--- src/hdl/table_driven_dfa_matcher_defines.svh ---
// Assertion macros used by the DFA matcher back end (tddm_back).
// Each macro expects a clock named clk and an active-low reset named arst_n.
`ifndef TABLE_DRIVEN_DFA_MATCHER_DEFINES_SVH
`define TABLE_DRIVEN_DFA_MATCHER_DEFINES_SVH

// Same-cycle implication.
`define DFA_ASSERT_NOW(lbl, ante, cons, msg) \
	lbl: assert property (@(posedge clk) disable iff (!arst_n) (ante) |-> (cons)) \
		else $error(msg);

// Next-cycle implication.
`define DFA_ASSERT_NEXT(lbl, ante, cons, msg) \
	lbl: assert property (@(posedge clk) disable iff (!arst_n) (ante) |=> (cons)) \
		else $error(msg);

`endif

--- src/hdl/tddm_pkg.sv ---
// Shared types and constants of the table-driven DFA matcher.
// No dependencies; the matcher modules refer to it by scoped names.
package tddm_pkg;

	localparam int CHAR_W = 8;
	localparam int SYM_W = 4;
	localparam int STATE_W = 6;
	localparam int MAP_DEPTH = 256;

	localparam logic [1:0] OP_MAP = 2'd0;
	localparam logic [1:0] OP_TRANS = 2'd1;
	localparam logic [1:0] OP_ACCEPT = 2'd2;
	localparam logic [1:0] OP_FEED = 2'd3;

	localparam logic [CHAR_W-1:0] CHAR_NUL = 8'd0;
	localparam logic [CHAR_W-1:0] CHAR_NL = 8'd10;

	localparam int CFG_IDX_W = 1;
	localparam int CFG_DATA_W = 6;
	localparam logic [CFG_IDX_W-1:0] CFG_START = 1'd0;
	localparam logic [CFG_IDX_W-1:0] CFG_HIGHEST = 1'd1;
	localparam logic [STATE_W-1:0] HIGHEST_RESET = 6'd63;

	localparam int QUEUE_DEPTH = 4;
	localparam int QUEUE_AW = 2;
	localparam int OUT_DEPTH = 4;
	localparam int OUT_AW = 2;

	typedef struct packed {
		logic is_map;
		logic is_trans;
		logic is_accept;
		logic is_char;
		logic is_term;
	} cls_t;

	typedef struct packed {
		cls_t cls;
		logic [CHAR_W-1:0] char_code;
		logic [SYM_W-1:0] symbol_index;
		logic [STATE_W-1:0] from_state;
		logic [STATE_W-1:0] to_state;
		logic flag;
	} item_t;

	typedef struct packed {
		logic valid;
		logic [SYM_W-1:0] symbol;
	} map_entry_t;

	typedef struct packed {
		logic valid;
		logic [STATE_W-1:0] dest;
	} trans_entry_t;

endpackage

--- src/hdl/tddm_front.sv ---
// Front end of the DFA matcher: input handshake and item classification.
// Depends on tddm_pkg.
module tddm_front (
	input  logic clk,
	input  logic arst_n,
	input  logic in_valid,
	output logic in_ready,
	input  logic [1:0] op,
	input  logic [tddm_pkg::CHAR_W-1:0] char_code,
	input  logic [tddm_pkg::SYM_W-1:0] symbol_index,
	input  logic [tddm_pkg::STATE_W-1:0] from_state,
	input  logic [tddm_pkg::STATE_W-1:0] to_state,
	input  logic flag,
	input  logic busy,
	input  logic q_ready,
	output logic push,
	output tddm_pkg::item_t push_item
);

	logic f_v_q;
	tddm_pkg::item_t f_item_q;
	tddm_pkg::cls_t cls;
	logic is_end;

	assign is_end = (char_code == tddm_pkg::CHAR_NUL) || (char_code == tddm_pkg::CHAR_NL);

	always_comb begin
		cls = '0;
		unique case (op)
			tddm_pkg::OP_MAP: cls.is_map = 1'b1;
			tddm_pkg::OP_TRANS: cls.is_trans = 1'b1;
			tddm_pkg::OP_ACCEPT: cls.is_accept = 1'b1;
			tddm_pkg::OP_FEED: begin
				cls.is_term = is_end;
				cls.is_char = !is_end;
			end
		endcase
	end

	assign in_ready = !busy && (!f_v_q || q_ready);

	always_ff @(posedge clk or negedge arst_n) begin
		if (!arst_n) begin
			f_v_q <= 1'b0;
		end else if (in_valid && in_ready) begin
			f_v_q <= 1'b1;
		end else if (q_ready) begin
			f_v_q <= 1'b0;
		end
	end

	always_ff @(posedge clk) begin
		if (in_valid && in_ready) begin
			f_item_q <= '{cls: cls, char_code: char_code, symbol_index: symbol_index,
				from_state: from_state, to_state: to_state, flag: flag};
		end
	end

	assign push = f_v_q;
	assign push_item = f_item_q;

endmodule

--- config.mk ---
export PLATFORM = sky130hd
export DESIGN_NAME = tddm_front
export DESIGN_NICKNAME = d
export VERILOG_FILES = /design/src/hdl/table_driven_dfa_matcher_defines.svh /design/src/hdl/tddm_pkg.sv /design/src/hdl/tddm_front.sv
export SDC_FILE = /design/constraint.sdc
export NUM_CORES = 1
export LEC_CHECK = 0
export ABC_AREA = 0
export BUFFER_PORTS_ARGS = -buffer_cell sky130_fd_sc_hd__buf_4
export CAP_MARGIN = 15
export CELL_PAD_IN_SITES_DETAIL_PLACEMENT = 0
export CELL_PAD_IN_SITES_GLOBAL_PLACEMENT = 1
export CORE_MARGIN = 4
export CORE_UTILIZATION = 29
export DETAILED_ROUTE_END_ITERATION = 10
export PLACE_DENSITY = 0.69
export REMOVE_ABC_BUFFERS = 1
export SYNTH_ARGS = -nofsm -noshare
export SYNTH_HDL_FRONTEND = slang
export SYNTH_SLANG_ARGS = --single-unit
export TNS_END_PERCENT = 10
--- constraint.sdc ---
create_clock -name clk -period 2.1 [get_ports clk]
set_input_delay 0.315 -clock clk [delete_from_list [all_inputs] [get_ports clk]]
set_output_delay 0.315 -clock clk [all_outputs]
set_load 0.01 [all_outputs]
==> results of run 1 <==
[synthesized netlist by cell type]
master	number	share of area (%)
dfrtp_1	1	2.5
a31oi_1	1	0.61
nor2b_1	3	1.8
nand2b_1	2	1.2
and2_1	1	0.61
nand2_1	1	0.37
nor4_2	1	1.2
edfxtp_1	30	88
nor2_1	4	1.5
xnor2_1	1	0.86
and4_1	1	0.86
[flip-flops by register name (all words and copies together) (netlist names)]
| register | cells |
|---|---|
| push_item | 30 |
| push | 1 |
[metal layers]
layer | vias to the layer above | track usage, %
met5 | - | 0
met4 | 0 | 4.56
met3 | 4 | 7.65
met2 | 46 | 15.6
met1 | 310 | 9.95
li1 | 322 | -
[power groups by stage]
stage / Clock [mW] / Combinational [mW] / Sequential, mW
finish: 0.304 / 0.128 / 0.716
global route: 0.349 / 0.140 / 0.719
CTS: 0.320 / 0.131 / 0.717
detailed placement: 0 / 0.130 / 0.731
global placement: 0 / 0.127 / 0.730
floorplan: 0 / 0.0200 / 0.745
[repair_timing]
action,CTS,global route
endpoints found under the setup margin,0,0
resized for setup,0,0
endpoints found under the hold margin,1,0
hold buffers,1,0
[worst paths after layout]
check,start,end,slack (ps),cells after the start
hold / removal,from_state[3],push_item[10],170,1
hold reg to reg,push,push,720,2
setup reg to reg,push,push_item[2],770,3
setup / recovery,push,in_ready,690,3
max in group asynchronous,arst_n,push,1690,2
min in group asynchronous,arst_n,push,330,2
[layout by cell type, fill, tap and decap left out, drive strengths merged]
cell / instances
nor2: 4
clkinv: 2
nor4: 1
clkbuf: 6
xnor2: 1
nand2b: 2
buf: 64
and2: 1
nand2: 1
a31oi: 1
nor2b: 3
and4: 1
dlygate4sd3: 1
edfxtp: 30
dfrtp: 1
[area by class of cell]
class	instances	area [um2]	area share, %
clock inverter	2	7.51	0.464
timing repair buffer	65	490	30.3
multi-input combinational	15	95.1	5.88
clock buffer	6	41.3	2.55
tap	46	57.6	3.56
sequential	31	926	57.2
[logic make-up after synthesis]
logic type	count (synthesis)	synth area share [%]
XOR/XNOR	1	0.860
flip-flops	31	90.9
AND/OR/NAND/NOR	13	7.62
AO/OA/AOI/OAI	1	0.615
[worst max-delay path, stage by stage (launching register included)]
cell and delay [ps]:
dfrtp_1 360, nor2b_1 220, nor2_1 60, buf_4 140
[per-stage QoR]
| step | setup TNS [ps] | hold WS [ps] | utilization [%] |
|---|---|---|---|
| after floorplan | -4680 | 19.4 | - |
| after global placement | 0 | 91.6 | 46.4 |
| after detailed placement | 0 | 93.7 | 46.4 |
| after CTS | 0 | 148 | 48.1 |
| after global routing | 0 | 138 | 48.1 |
| final | 0 | 166 | 48.1 |
==> impl_metrics.csv, run 1 <==
group,metric,value,unit
status,status,"completed",
pwr,finalPower,1.15,mW
placed_design,pre_cts_ws,700,ps
final_layout,n_fill_cell,326,
detailed_routing,post_drt_wl_per_cell,12.5,um
floorplanning,num_rows,21,
sta,setup_ws,693,ps
final_layout,antenna_cells,0,
pwr,clockPowerShare,26.4,%
detailed_routing,wl_met2,1010,um
detailed_routing,vias_per_cell,4.13,
job,maxCapViolations,0,
yosys,ys_ff_latch,31,
setup_path,crit_type,"reg -> out",
floorplanning,start_util,30.3,%
pwr,p_comb_share,11.2,%
detailed_routing,top_layer,"met4",
worst_hold_path,min-delay-path-class,"in -> reg",
yosys,syn_inst,46,
cts,clk_transition_reported_paths,90,ps
global_routing,grt_pass1_wl,3120,um
detailed_routing,drtPass1Iterations,3,
sta,drv_slew,0,
pwr,power_density,710,nW/um2
global_routing,overflow,0,
sta,slew_headroom,75.6,%
detailed_routing,antenna_left,0,
pwr,leakage,0.668,nW
final_layout,final_area,1620,um2
yosys,ys_warn_count,0,
sta,finalClockSkew,7.90,ps
sta,timing_hold_violations_final,0,
pwr,p_sw_share,20.9,%
pwr,vdd_drop_max,0.370,mV
setup_path,crit_required,1780,ps
sta,finalSetupViolCount,0,
setup_path,start_kind,"register",
placed_design,placed_cell_area,1560,um2
floorplanning,die_h,67.3,um
global_routing,first_global_vias,705,
floorplanning,core_area,3360,um2
detailed_routing,drcViolationCount,0,
sta,fmax,711,MHz
cts,cts_buffers,5,
global_routing,antenna_found_initial,0,
detailed_routing,routed_wl,2070,um
pwr,seq_power_share,62.4,%
sta,tightest_slew,366,ps
yosys,synth_area,1020,um2
final_layout,area_growth,58.8,%
sta,rsz0062_at_grt,"no",
placed_design,place_congestion,0.659,
cts,cts_root_buf,"clkbuf_4",
floorplanning,dieArea,4520,um2
setup_path,arrival,1090,ps
global_routing,grt_max_degree,31,
final_layout,drive_above_1_share,59.7,%
pwr,p_sw,0.240,mW
pwr,internal_power,0.908,mW
detailed_routing,dr_wl_met3,323,um
setup_path,cp_max_fo,3,
setup_path,worstSetupEndpointType,"output port",
placed_design,place_inst,156,
cts,cts.path.max_buffers,2,
placed_design,io_buffer_count,63,
floorplanning,io_pins,64,
cts,cts_tree,"done",
sta,fin_crit,1410,ps
placed_design,dpl.hpwl,1620,um
cts,cts_setup_buffers,0,
final_layout,fin_nets,150,
detailed_routing,drtIter0Drc,17,
yosys,synthDistinctLibCells,11,
cts,clock-sinks,31,
detailed_routing,wl_met1,709,um
final_layout,final_cells,165,
yosys,avgSynthCellArea,22.1,um2
floorplanning,fp.dieW,67.3,um
yosys,yosysSeqAreaShare,90.9,%
sta,fin_crit_sh,67.0,%
cts,htree_levels,2,
detailed_routing,num_vias,682,
cts,clock_latency,320,ps
global_routing,grt_util_all_layers,10.0,%
Note: power is estimated with default switching activity, not from simulation.
==> run 2: changes to the inputs <==
Settings changed: CORE_UTILIZATION 29 to 30.
Clock period 2.1 ns to 1.3 ns, I/O delays scaled along.
==> impl_metrics.csv, run 2 (synthesis results as in run 1) <==
group,metric,value,unit
status,status,"completed",
sta,finalClockSkew,3.94,ps
cts,clock-sinks,31,
sta,fin_crit_sh,97.4,%
placed_design,placed_cell_area,1570,um2
floorplanning,core_area,3150,um2
setup_path,start_kind,"register",
detailed_routing,drtPass1Iterations,4,
final_layout,mostFrequentLayoutCell,"buf_4",
sta,slew_headroom,82.4,%
sta,tns,0,ps
setup_path,crit_required,1110,ps
setup_path,crit_type,"reg -> out",
global_routing,top_usage_layer,"met2",
global_routing,grt_util_all_layers,11.0,%
final_layout,multi_input_area,103,um2
detailed_routing,antenna_left,0,
floorplanning,num_rows,20,
placed_design,pre_cts_ws,93.2,ps
sta,drv_slew,0,
sta,fmax,790,MHz
setup_path,reg2regPathDepth,3,
global_routing,grt_max_degree,31,
cts,cts_tree,"done",
sta,fin_crit,1270,ps
setup_path,cp_max_fo,3,
cts,htree_levels,2,
final_layout,largest_reg_flops,30,
detailed_routing,drcViolationCount,0,
final_layout,antenna_cells,0,
sta,fin_hold_ws,39.2,ps
cts,clk_transition_reported_paths,90,ps
pwr,leakage,0.681,nW
global_routing,grt_use_met1,11.2,%
placed_design,io_buffer_count,63,
floorplanning,io_pins,64,
cts,cts.path.max_buffers,2,
final_layout,n_fill_cell,298,
placed_design,dpl.hpwl,1740,um
floorplanning,dieArea,4390,um2
job,maxCapViolations,0,
sta,rsz0062_at_grt,"yes",
detailed_routing,vias_per_cell,4.22,
global_routing,antenna_found_initial,0,
pwr,vdd_drop_max,0.374,mV
sta,tightest_slew,262,ps
sta,setup_ws,34.4,ps
global_routing,use_met3,6.46,%
final_layout,register_area,926,um2
final_layout,final_area,1640,um2
final_layout,fin_nets,151,
detailed_routing,post_drt_wl_per_cell,13.7,um
setup_path,worstSetupEndpointType,"output port",
pwr,power_density,1140,nW/um2
detailed_routing,drtIter0Drc,16,
global_routing,overflow,0,
final_layout,final_cell_mix,"buf_4 (64), edfxtp_1 (30), clkbuf_4 (5)",
setup_path,arrival,1070,ps
global_routing,first_global_vias,670,
detailed_routing,num_vias,692,
global_routing,grt_pass1_wl,3300,um
floorplanning,die_h,66.3,um
cts,clock_latency,330,ps
detailed_routing,routed_wl,2250,um
sta,timing_hold_violations_final,0,
placed_design,place_congestion,0.663,
worst_hold_path,holdPathStages,1,
final_layout,drive_above_1_share,60.8,%
cts,cts_buffers,5,
floorplanning,start_util,32.3,%
sta,finalSetupViolCount,0,
cts,cts_root_buf,"clkbuf_4",
worst_hold_path,min-delay-path-class,"in -> reg",
final_layout,area_growth,61.3,%
floorplanning,fp.dieW,66.3,um
global_routing,gr-usage-met2,16.4,%
==> run 2: power breakdown <==
| part | leakage (nW) | total, mW | internal (mW) | switching, mW |
|---|---|---|---|---|
| registers | 0.294 | 1.16 | 1.15 | 0.0118 |
| clock network | 0.0273 | 0.496 | 0.200 | 0.297 |
| logic | 0.360 | 0.220 | 0.132 | 0.0887 |
| total | 0.681 | 1.87 | 1.48 | 0.397 |
==> run 2: worst paths after layout <==
path | start | endpoint | slack [ps]
min reg2reg | push | push | 670
max reg2reg | push | push_item[11] | 110
max in group asynchronous | arst_n | push | 1040
min | from_state[5] | push_item[12] | 40
max | push | in_ready | 30
min in group asynchronous | arst_n | push | 180
==> run 2: area by class of cell <==
cell class | count | area share [%]
tap | 44 | 3.35
sequential | 31 | 56.4
clock inverter | 2 | 0.457
timing repair buffer | 66 | 31.1
multi-input combinational | 15 | 6.25
clock buffer | 6 | 2.51
==> run 2: routing by layer <==
| metal | routed length, um | vias to the layer above |
|---|---|---|
| met5 | 0 | - |
| li1 | - | 321 |
| met4 | 69 | 0 |
| met1 | 766 | 311 |
| met3 | 367 | 7 |
| met2 | 1050 | 53 |
==> run 2: what timing repair did <==
action | in CTS | in global routing
hold endpoints to repair | 1 | 0
gates resized for setup | 2 | 0
setup buffers | 1 | 0
pin swaps | 1 | 1
setup endpoints to repair | 1 | 1
hold buffers | 1 | 0
==> run 2: metrics by stage <==
step | util, % | power, mW | instances
final | 52.1 | 1.87 | 164
after global routing | 52.1 | 1.96 | 164
after CTS | 52.1 | 1.90 | 164
after detailed placement | 49.8 | 1.39 | 154
after global placement | 49.8 | 1.39 | 154
after floorplan | - | 1.24 | 46
==> run 2: critical path: stages (launching register included) <==
cell and delay [ps]:
dfrtp_1 390, nor2b_4 140, nor2_1 90, buf_4 130
