--- src/hdl/table_driven_dfa_matcher_defines.svh ---
// Assertion macros used by the DFA matcher back end (tddm_back).
// Each macro expects a clock named clk and an active-low reset named arst_n.
`ifndef TABLE_DRIVEN_DFA_MATCHER_DEFINES_SVH
`define TABLE_DRIVEN_DFA_MATCHER_DEFINES_SVH

// Same-cycle implication.
`define DFA_ASSERT_NOW(lbl, ante, cons, msg) \
	lbl: assert property (@(posedge clk) disable iff (!arst_n) (ante) |-> (cons)) \
		else $error(msg);

// Next-cycle implication.
`define DFA_ASSERT_NEXT(lbl, ante, cons, msg) \
	lbl: assert property (@(posedge clk) disable iff (!arst_n) (ante) |=> (cons)) \
		else $error(msg);

`endif

--- src/hdl/tddm_pkg.sv ---
// Shared types and constants of the table-driven DFA matcher.
// No dependencies; the matcher modules refer to it by scoped names.
package tddm_pkg;

	localparam int CHAR_W = 8;
	localparam int SYM_W = 4;
	localparam int STATE_W = 6;
	localparam int MAP_DEPTH = 256;

	localparam logic [1:0] OP_MAP = 2'd0;
	localparam logic [1:0] OP_TRANS = 2'd1;
	localparam logic [1:0] OP_ACCEPT = 2'd2;
	localparam logic [1:0] OP_FEED = 2'd3;

	localparam logic [CHAR_W-1:0] CHAR_NUL = 8'd0;
	localparam logic [CHAR_W-1:0] CHAR_NL = 8'd10;

	localparam int CFG_IDX_W = 1;
	localparam int CFG_DATA_W = 6;
	localparam logic [CFG_IDX_W-1:0] CFG_START = 1'd0;
	localparam logic [CFG_IDX_W-1:0] CFG_HIGHEST = 1'd1;
	localparam logic [STATE_W-1:0] HIGHEST_RESET = 6'd63;

	localparam int QUEUE_DEPTH = 4;
	localparam int QUEUE_AW = 2;
	localparam int OUT_DEPTH = 4;
	localparam int OUT_AW = 2;

	typedef struct packed {
		logic is_map;
		logic is_trans;
		logic is_accept;
		logic is_char;
		logic is_term;
	} cls_t;

	typedef struct packed {
		cls_t cls;
		logic [CHAR_W-1:0] char_code;
		logic [SYM_W-1:0] symbol_index;
		logic [STATE_W-1:0] from_state;
		logic [STATE_W-1:0] to_state;
		logic flag;
	} item_t;

	typedef struct packed {
		logic valid;
		logic [SYM_W-1:0] symbol;
	} map_entry_t;

	typedef struct packed {
		logic valid;
		logic [STATE_W-1:0] dest;
	} trans_entry_t;

endpackage

--- src/hdl/tddm_queue.sv ---
// Short queue of classified items between the front and back of the DFA matcher.
// Depends on tddm_pkg.
module tddm_queue (
	input  logic clk,
	input  logic arst_n,
	input  logic push,
	input  tddm_pkg::item_t push_item,
	output logic ready,
	output logic valid,
	output tddm_pkg::item_t item,
	input  logic pop
);

	tddm_pkg::item_t slots_q [tddm_pkg::QUEUE_DEPTH];
	logic [tddm_pkg::QUEUE_AW-1:0] wptr_q;
	logic [tddm_pkg::QUEUE_AW-1:0] rptr_q;
	logic [tddm_pkg::QUEUE_AW:0] cnt_q;
	logic do_push;
	logic do_pop;

	assign ready = cnt_q != (tddm_pkg::QUEUE_AW + 1)'(tddm_pkg::QUEUE_DEPTH);
	assign valid = cnt_q != '0;
	assign item = slots_q[rptr_q];
	assign do_push = push && ready;
	assign do_pop = pop && valid;

	always_ff @(posedge clk or negedge arst_n) begin
		if (!arst_n) begin
			wptr_q <= '0;
			rptr_q <= '0;
			cnt_q <= '0;
		end else begin
			if (do_push) begin
				wptr_q <= wptr_q + 1'b1;
			end
			if (do_pop) begin
				rptr_q <= rptr_q + 1'b1;
			end
			if (do_push && !do_pop) begin
				cnt_q <= cnt_q + 1'b1;
			end else if (do_pop && !do_push) begin
				cnt_q <= cnt_q - 1'b1;
			end
		end
	end

	always_ff @(posedge clk) begin
		if (do_push) begin
			slots_q[wptr_q] <= push_item;
		end
	end

endmodule

--- config.mk ---
export PLATFORM = sky130hd
export DESIGN_NAME = tddm_queue
export DESIGN_NICKNAME = d
export VERILOG_FILES = /design/src/hdl/table_driven_dfa_matcher_defines.svh /design/src/hdl/tddm_pkg.sv /design/src/hdl/tddm_queue.sv
export SDC_FILE = /design/constraint.sdc
export NUM_CORES = 1
export LEC_CHECK = 0
export BUFFER_PORTS_ARGS = -buffer_cell sky130_fd_sc_hd__buf_2
export CORE_ASPECT_RATIO = 0.8
export CORE_UTILIZATION = 56
export DETAILED_ROUTE_END_ITERATION = 12
export PLACE_DENSITY = 0.79
export SYNTH_ARGS = -nofsm -noshare
export SYNTH_HDL_FRONTEND = slang
export SYNTH_SLANG_ARGS = --single-unit
--- constraint.sdc ---
create_clock -name clk -period 2.35 [get_ports clk]
set_input_delay 0.47 -clock clk [delete_from_list [all_inputs] [get_ports clk]]
set_output_delay 0.47 -clock clk [all_outputs]
set_load 0.03 [all_outputs]
==> qor.csv, run 1 <==
stage,metric,value,unit
outcome,status,finished clean,
detailed_routing,DRT Pass-1 Iters,5,
global_route,number of global-route vias before repair,2410,
placed_design,IO Port Bufs,65,
finish,synth-to-layout area growth,26.5,%
sta,Max-slew headroom,0.746,
clocking,Worst-path clk slew,0.06,ns
sta,final hold vios,0,
synthesis,Cells after Synth,192,
synthesis,Avg Inst Size Synth,24.9,sq um
die,Die X,105,um
synthesis,Yosys reg bits,127,
global_route,largest net degree at the start of global routing,31,
worst_setup_path,CP Launch Point,rptr_q[0],
finish,Layout fillers,441,
die,initial core utilization,0.591,
power_and_ir_drop,pwr dens,1500,mW/mm^2
global_route,GRT Total Usage,0.215,
die,std cell rows,29,
global_route,GR Util met2,0.347,
worst_hold_path,Hold Path Origin,push_item[14],
global_route,first-pass GRT wire length,13300,um
worst_setup_path,Critical Path Source Type,flop,
placed_design,"worst slack, placed",0.249,ns
worst_setup_path,Critical Path End Type,output pin,
worst_setup_path,Reg2Reg Launch Point,cnt_q[1],
clocking,Skew-Pair Late Insertion Delay,0.51,ns
detailed_routing,routed via count,2213,
global_route,M1 GR Usage,0.280,
worst_setup_path,Worst Path Max Fanout,9,
sta,"Slew Viols, Final",0,
die,I/O Pins,66,
clocking,clk sinks,127,
finish,share of post-route cells with drive strength above 1,0.481,
sta,Setup WS post-layout,0.00824,ns
synthesis,Yosys warning total,0,
sta,crit share post-route,0.996,
global_route,antenna violations before repair,0,
power_and_ir_drop,worst vdd ir,0.000845,V
detailed_routing,Residual DRC,0,
finish,Final nets,322,
sta,WHS,0.167,ns
clocking,clk root buf,clkbuf_8,
finish,n_diodes,0,
job,Max-Cap Viols,0,
worst_hold_path,Hold Crit Class,in2reg,
clocking,Num CTS Buffers,17,
die,CORE AREA,0.00809,sq mm
clocking,H-tree depth,4,
worst_setup_path,WP data required,1.88,ns
sta,RSZ-0062 raised after global routing,true,
worst_setup_path,CP Class,reg2out,
die,die area,0.00891,sq mm
synthesis,mapped cell area,0.00478,sq mm
sta,Max Fclk,427,MHz
power_and_ir_drop,Lkg Pwr,2.16,nW
sta,setup violators final,0,
placed_design,DPL Wire Length,4800,um
placed_design,Routability Congestion,0.700,
detailed_routing,number of DRC markers in iteration 0,110,
sta,worst slew pin tran,0.381,ns
global_route,GR Layer Usage met3,0.0660,
synthesis,Cell variety after synth,19,
global_route,GR Overflow Total,0,
detailed_routing,routed len/inst,21.3,um
detailed_routing,WL final,8590,um
worst_setup_path,Worst EP arrival,1.87,ns
detailed_routing,DRT antenna net count,0,
synthesis,Post-Syn Nets,232,
clocking,Max Buffers Root-to-Sink,2,
die,Die Ht,84.6,um
sta,Setup Skew,0.0126,ns
synthesis,"Seq/Total Area, Yosys",0.791,
detailed_routing,vias per cell,5.49,
sta,crit path time final,2.34,ns
global_route,Top Usage Layer GRT,met2,
clocking,CTS tree,built,
## worst max-delay path, cell delays in order, from the launching register on
cell and delay (ns):
dfrtp_2 0.43, buf_8 0.18, mux4_2 0.54, buf_2 0.20
## stage by stage
stage                     power (mW)  cells  utilization  cell area (sq um)  TNS, ns
after floorplan                 5.25    192            -               4780        0
after global placement          5.89    369        0.652               5280        0
after detailed placement        5.95    369        0.652               5280        0
after CTS                       9.17    404        0.749               6060   -0.459
after global routing            9.41    403        0.747               6040   -0.617
final                           9.06    403        0.747               6040        0
## final timing paths
| kind | endpoint | slack [ns] | depth (start not counted) |
|---|---|---|---|
| max reg2reg | cnt_q[2] | 0.24 | 8 |
| min reg2reg | cnt_q[2] | 0.55 | 1 |
| max | item[13] | 0.008 | 3 |
| min | slots_q[1][14] | 0.17 | 1 |
| min in group asynchronous | cnt_q[2] | 0.33 | 2 |
| max in group asynchronous | rptr_q[0] | 1.83 | 2 |
## flip-flops by register name, indices dropped and copies added (netlist names)
register,cells
cnt_q,3
rptr_q,2
slots_q,120
wptr_q,2
## report_power, final
part           internal, mW  switching (mW)  leakage (nW)
Sequential             3.01           0.167          1.18
Combinational          1.31            1.74         0.670
Clock                  1.85           0.996         0.312
Total                  6.16            2.90          2.16
## what timing repair did
item                                    CTS  global route
hold endpoints to repair                  7             0
endpoints found under the setup margin   19            28
hold buffers                              1             0
resized for setup                        31             4
buffers inserted                          1             0
cloned                                    1             0
## placed cells by master (no fill, tap or decap), types with 2 or more instances in the layout
cell	netlist	routed
and2_1	4	4
buf_12	3	4
buf_2	3	50
buf_4	0	7
buf_6	1	15
bufinv_16	0	5
clkbuf_16	0	16
clkinv_4	0	3
dfrtp_1	7	6
edfxtp_1	120	120
ha_1	5	5
inv_1	3	3
inv_6	0	5
mux2_2	2	2
mux4_2	28	30
nand2_1	2	2
nor2_1	2	2
xnor2_1	4	4
xor2_1	2	2
## cell usage after synthesis (all sizes together)
| cell | n | area [sq um] |
|---|---|---|
| nor2 | 2 | 7.51 |
| edfxtp | 120 | 3600 |
| and2 | 4 | 25.0 |
| nand2 | 2 | 7.51 |
| dfrtp | 7 | 175 |
| ha | 5 | 62.6 |
| inv | 3 | 11.3 |
| mux4 | 30 | 683 |
| buf | 7 | 86.3 |
| xor2 | 2 | 17.5 |
| xnor2 | 4 | 35.0 |
| a21boi | 1 | 11.3 |
| fa | 1 | 20.0 |
| mux2 | 2 | 22.5 |
| nand3 | 1 | 5.00 |
| or3 | 1 | 6.26 |
## kinds of logic after synthesis
kind of cell,count (synthesis),share of synthesized area
fa+ha+maj,6,0.0173
flops,127,0.791
compound gates,1,0.00236
simple gates,10,0.0107
mux,32,0.148
xor+xnor,6,0.0110
buf+inv,10,0.0204
## layer usage
metal / vias up / part of all wire
met4: 0 / 0.0090
met5: - / 0
met1: 1112 / 0.43
met2: 108 / 0.49
li1: 984 / -
met3: 9 / 0.075
## final cells by class
| type | instances | area [sq um] | area share |
|---|---|---|---|
| inverters | 3 | 11.3 | 0.00186 |
| flip-flops and latches | 127 | 3780 | 0.625 |
| well taps | 108 | 135 | 0.0224 |
| clock buffers | 17 | 414 | 0.0685 |
| multi-input cells | 55 | 896 | 0.148 |
| clock inverters | 15 | 231 | 0.0383 |
| repair buffers | 78 | 577 | 0.0954 |
(Power assumes the default switching activity.)
==> run 2, diff against run 1 <==
==> constraint.sdc (replaced) <==
create_clock -name clk -period 2.2 [get_ports clk]
set_input_delay 0.44 -clock clk [delete_from_list [all_inputs] [get_ports clk]]
set_output_delay 0.44 -clock clk [all_outputs]
set_load 0.03 [all_outputs]
==> run 2 against run 1 <==
The flow now finishes with violations (negative setup slack). Via count increased by 2.7%. Critical path depth increased by 1. Worst setup slack got worse by 0.14 ns.
==> qor.csv, run 2 (same netlist as run 1, synthesis figures left out) <==
stage,metric,value,unit,change
outcome,status,"complete, but fails checks",,
outcome,failing checks,negative setup slack,,
sta,Setup WS post-layout,-0.132,ns,-0.141 ns
finish,most frequent cells in the layout,"edfxtp_1 (120), buf_2 (35), buf_6 (31)",,
power_and_ir_drop,power share of the combinational group,0.384,,+0.048
sta,final hold vios,0,,unchanged
finish,flip-flop count of the largest register after layout,120,,unchanged
detailed_routing,routed via count,2273,,+2.7%
finish,Layout fillers,428,,-2.9%
worst_setup_path,Critical Path End Type,output pin,,
die,Die Ht,84.6,um,unchanged
finish,Final nets,331,,+2.8%
global_route,GR Overflow Total,0,,unchanged
detailed_routing,number of DRC markers in iteration 0,139,,+26%
die,std cell rows,29,,unchanged
power_and_ir_drop,Overall Power,9.72,mW,+7.2%
finish,"most common cell after layout, fill and taps aside",edfxtp_1,,
finish,Multi-input gate area,898,sq um,+0.28%
clocking,clk sinks,127,,unchanged
power_and_ir_drop,Switching Fraction,0.324,,+0.00328
global_route,largest net degree at the start of global routing,19,,-39%
finish,n_diodes,0,,unchanged
die,Die X,105,um,unchanged
global_route,GRT Total Usage,0.211,,-0.00361
finish,Largest Register,slots_q,,
placed_design,DPL Wire Length,4980,um,+3.7%
global_route,antenna violations before repair,0,,unchanged
sta,worst slew pin tran,0.442,ns,+0.0610 ns
sta,RSZ-0062 raised after global routing,true,,
detailed_routing,routed len/inst,21.6,um,+1.2%
sta,Setup Skew,0.00713,ns,-0.00546 ns
die,CORE AREA,0.00809,sq mm,unchanged
worst_setup_path,Worst Path Max Fanout,7,,-2
placed_design,Routability Congestion,0.732,,+4.5%
sta,crit path time final,2.33,ns,
worst_setup_path,CP Class,reg2out,,
placed_design,IO Port Bufs,65,,unchanged
clocking,Worst-path clk slew,0.06,ns,about the same
clocking,Num CTS Buffers,17,,unchanged
placed_design,DP Area,0.00529,sq mm,+0.19%
clocking,clk root buf,clkbuf_8,,
worst_setup_path,Worst EP arrival,1.89,ns,+0.02 ns
detailed_routing,WL final,8890,um,+3.4%
finish,synth-to-layout area growth,28.5,%,
sta,Max-slew headroom,0.705,,-0.0407
job,Max-Cap Viols,0,,unchanged
sta,"Slew Viols, Final",0,,unchanged
detailed_routing,vias per cell,5.52,,+0.47%
power_and_ir_drop,clock share of power,0.269,,-0.045
power_and_ir_drop,worst vdd ir,0.000980,V,+16%
global_route,first-pass GRT wire length,13200,um,-1.1%
sta,setup TNS,-2.81,ns,-2.81 ns
sta,Max Fclk,429,MHz,
die,I/O Pins,66,,unchanged
power_and_ir_drop,pwr dens,1580,mW/mm^2,+5.5%
worst_setup_path,WP data required,1.76,ns,-0.12 ns
finish,register area,0.00378,sq mm,unchanged
worst_setup_path,Critical Path Source Type,flop,,
clocking,CTS tree,built,,
die,initial core utilization,0.591,,unchanged
detailed_routing,DRT antenna net count,0,,unchanged
finish,post-route cell area,0.00614,sq mm,+1.6%
finish,Regs by FF count,"slots_q: 120 flops, cnt_q: 3 flops",,
die,die area,0.00891,sq mm,unchanged
worst_hold_path,Hold Crit Class,in2reg,,
detailed_routing,DRT Pass-1 Iters,4,,-1
power_and_ir_drop,sequential share of power,0.348,,-0.002
clocking,H-tree depth,4,,unchanged
sta,crit share post-route,1.06,,
clocking,Max Buffers Root-to-Sink,2,,unchanged
clocking,Skew-Pair Late Insertion Delay,0.51,ns,about the same
finish,share of post-route cells with drive strength above 1,0.490,,+0.00878
power_and_ir_drop,sw power,3.14,mW,+8.3%
power_and_ir_drop,Lkg Pwr,2.20,nW,+1.9%
power_and_ir_drop,internal power,6.58,mW,+6.7%
detailed_routing,Residual DRC,0,,unchanged
sta,setup violators final,30,,+30
global_route,number of global-route vias before repair,2396,,-0.58%
-- run 2: final timing paths --
kind                          startpoint        endpoint  slack (ns)  cells past startpoint
max                            rptr_q[0]        item[14]       -0.13                      4
min                        push_item[12]  slots_q[3][12]        0.15                      1
max reg2reg                     cnt_q[1]        cnt_q[2]        0.06                      8
min reg2reg                     cnt_q[2]        cnt_q[2]        0.53                      1
max in group asynchronous         arst_n       rptr_q[0]        1.71                      2
min in group asynchronous         arst_n       wptr_q[0]        0.32                      2
-- run 2: critical path: stages, from the launching register on --
cell and delay, ns:
dfrtp_2 0.38, buf_12 0.15, buf_8 0.14, mux4_2 0.55, buf_6 0.17
-- run 2: through the flow --
| stage | hold slack, ns | instances | util | setup slack, ns |
|---|---|---|---|---|
| global route | 0.125 | 412 | 0.759 | -0.185 |
| detailed placement | 0.285 | 372 | 0.653 | 0.114 |
| CTS | 0.127 | 406 | 0.736 | -0.221 |
| global placement | 0.283 | 372 | 0.653 | 0.188 |
| floorplan | 0.144 | 192 | - | 0.0348 |
| finish | 0.146 | 412 | 0.759 | -0.132 |
-- run 2: layout make-up --
type | instances | share of cell area
timing repair buffer | 87 | 0.124
multi-input combinational | 55 | 0.146
tap | 108 | 0.0220
inverter | 3 | 0.00183
clock inverter | 15 | 0.0234
clock buffer | 17 | 0.0674
sequential | 127 | 0.615
-- run 2: layer usage --
metal  vias to the layer above  wire, um  GRT usage
li1                       1006         -          -
met1                      1167      3460      0.267
met5                         -         0          0
met4                         0       135     0.0883
met2                        86      4750      0.349
met3                        14       540     0.0606
-- run 2: repair_timing --
action	in CTS	in global routing
hold buffers	1	0
endpoints found under the setup margin	30	31
setup buffers	1	5
gates cloned	0	1
resized for setup	30	54
endpoints found under the hold margin	7	0
-- run 2: power groups by stage --
stage / logic (mW) / registers, mW / clock network (mW)
finish: 3.73 / 3.38 / 2.61
floorplan: 2.24 / 3.37 / 0
global route: 3.93 / 3.42 / 2.76
CTS: 3.25 / 3.40 / 2.64
detailed placement: 2.93 / 3.45 / 0
global placement: 2.86 / 3.42 / 0
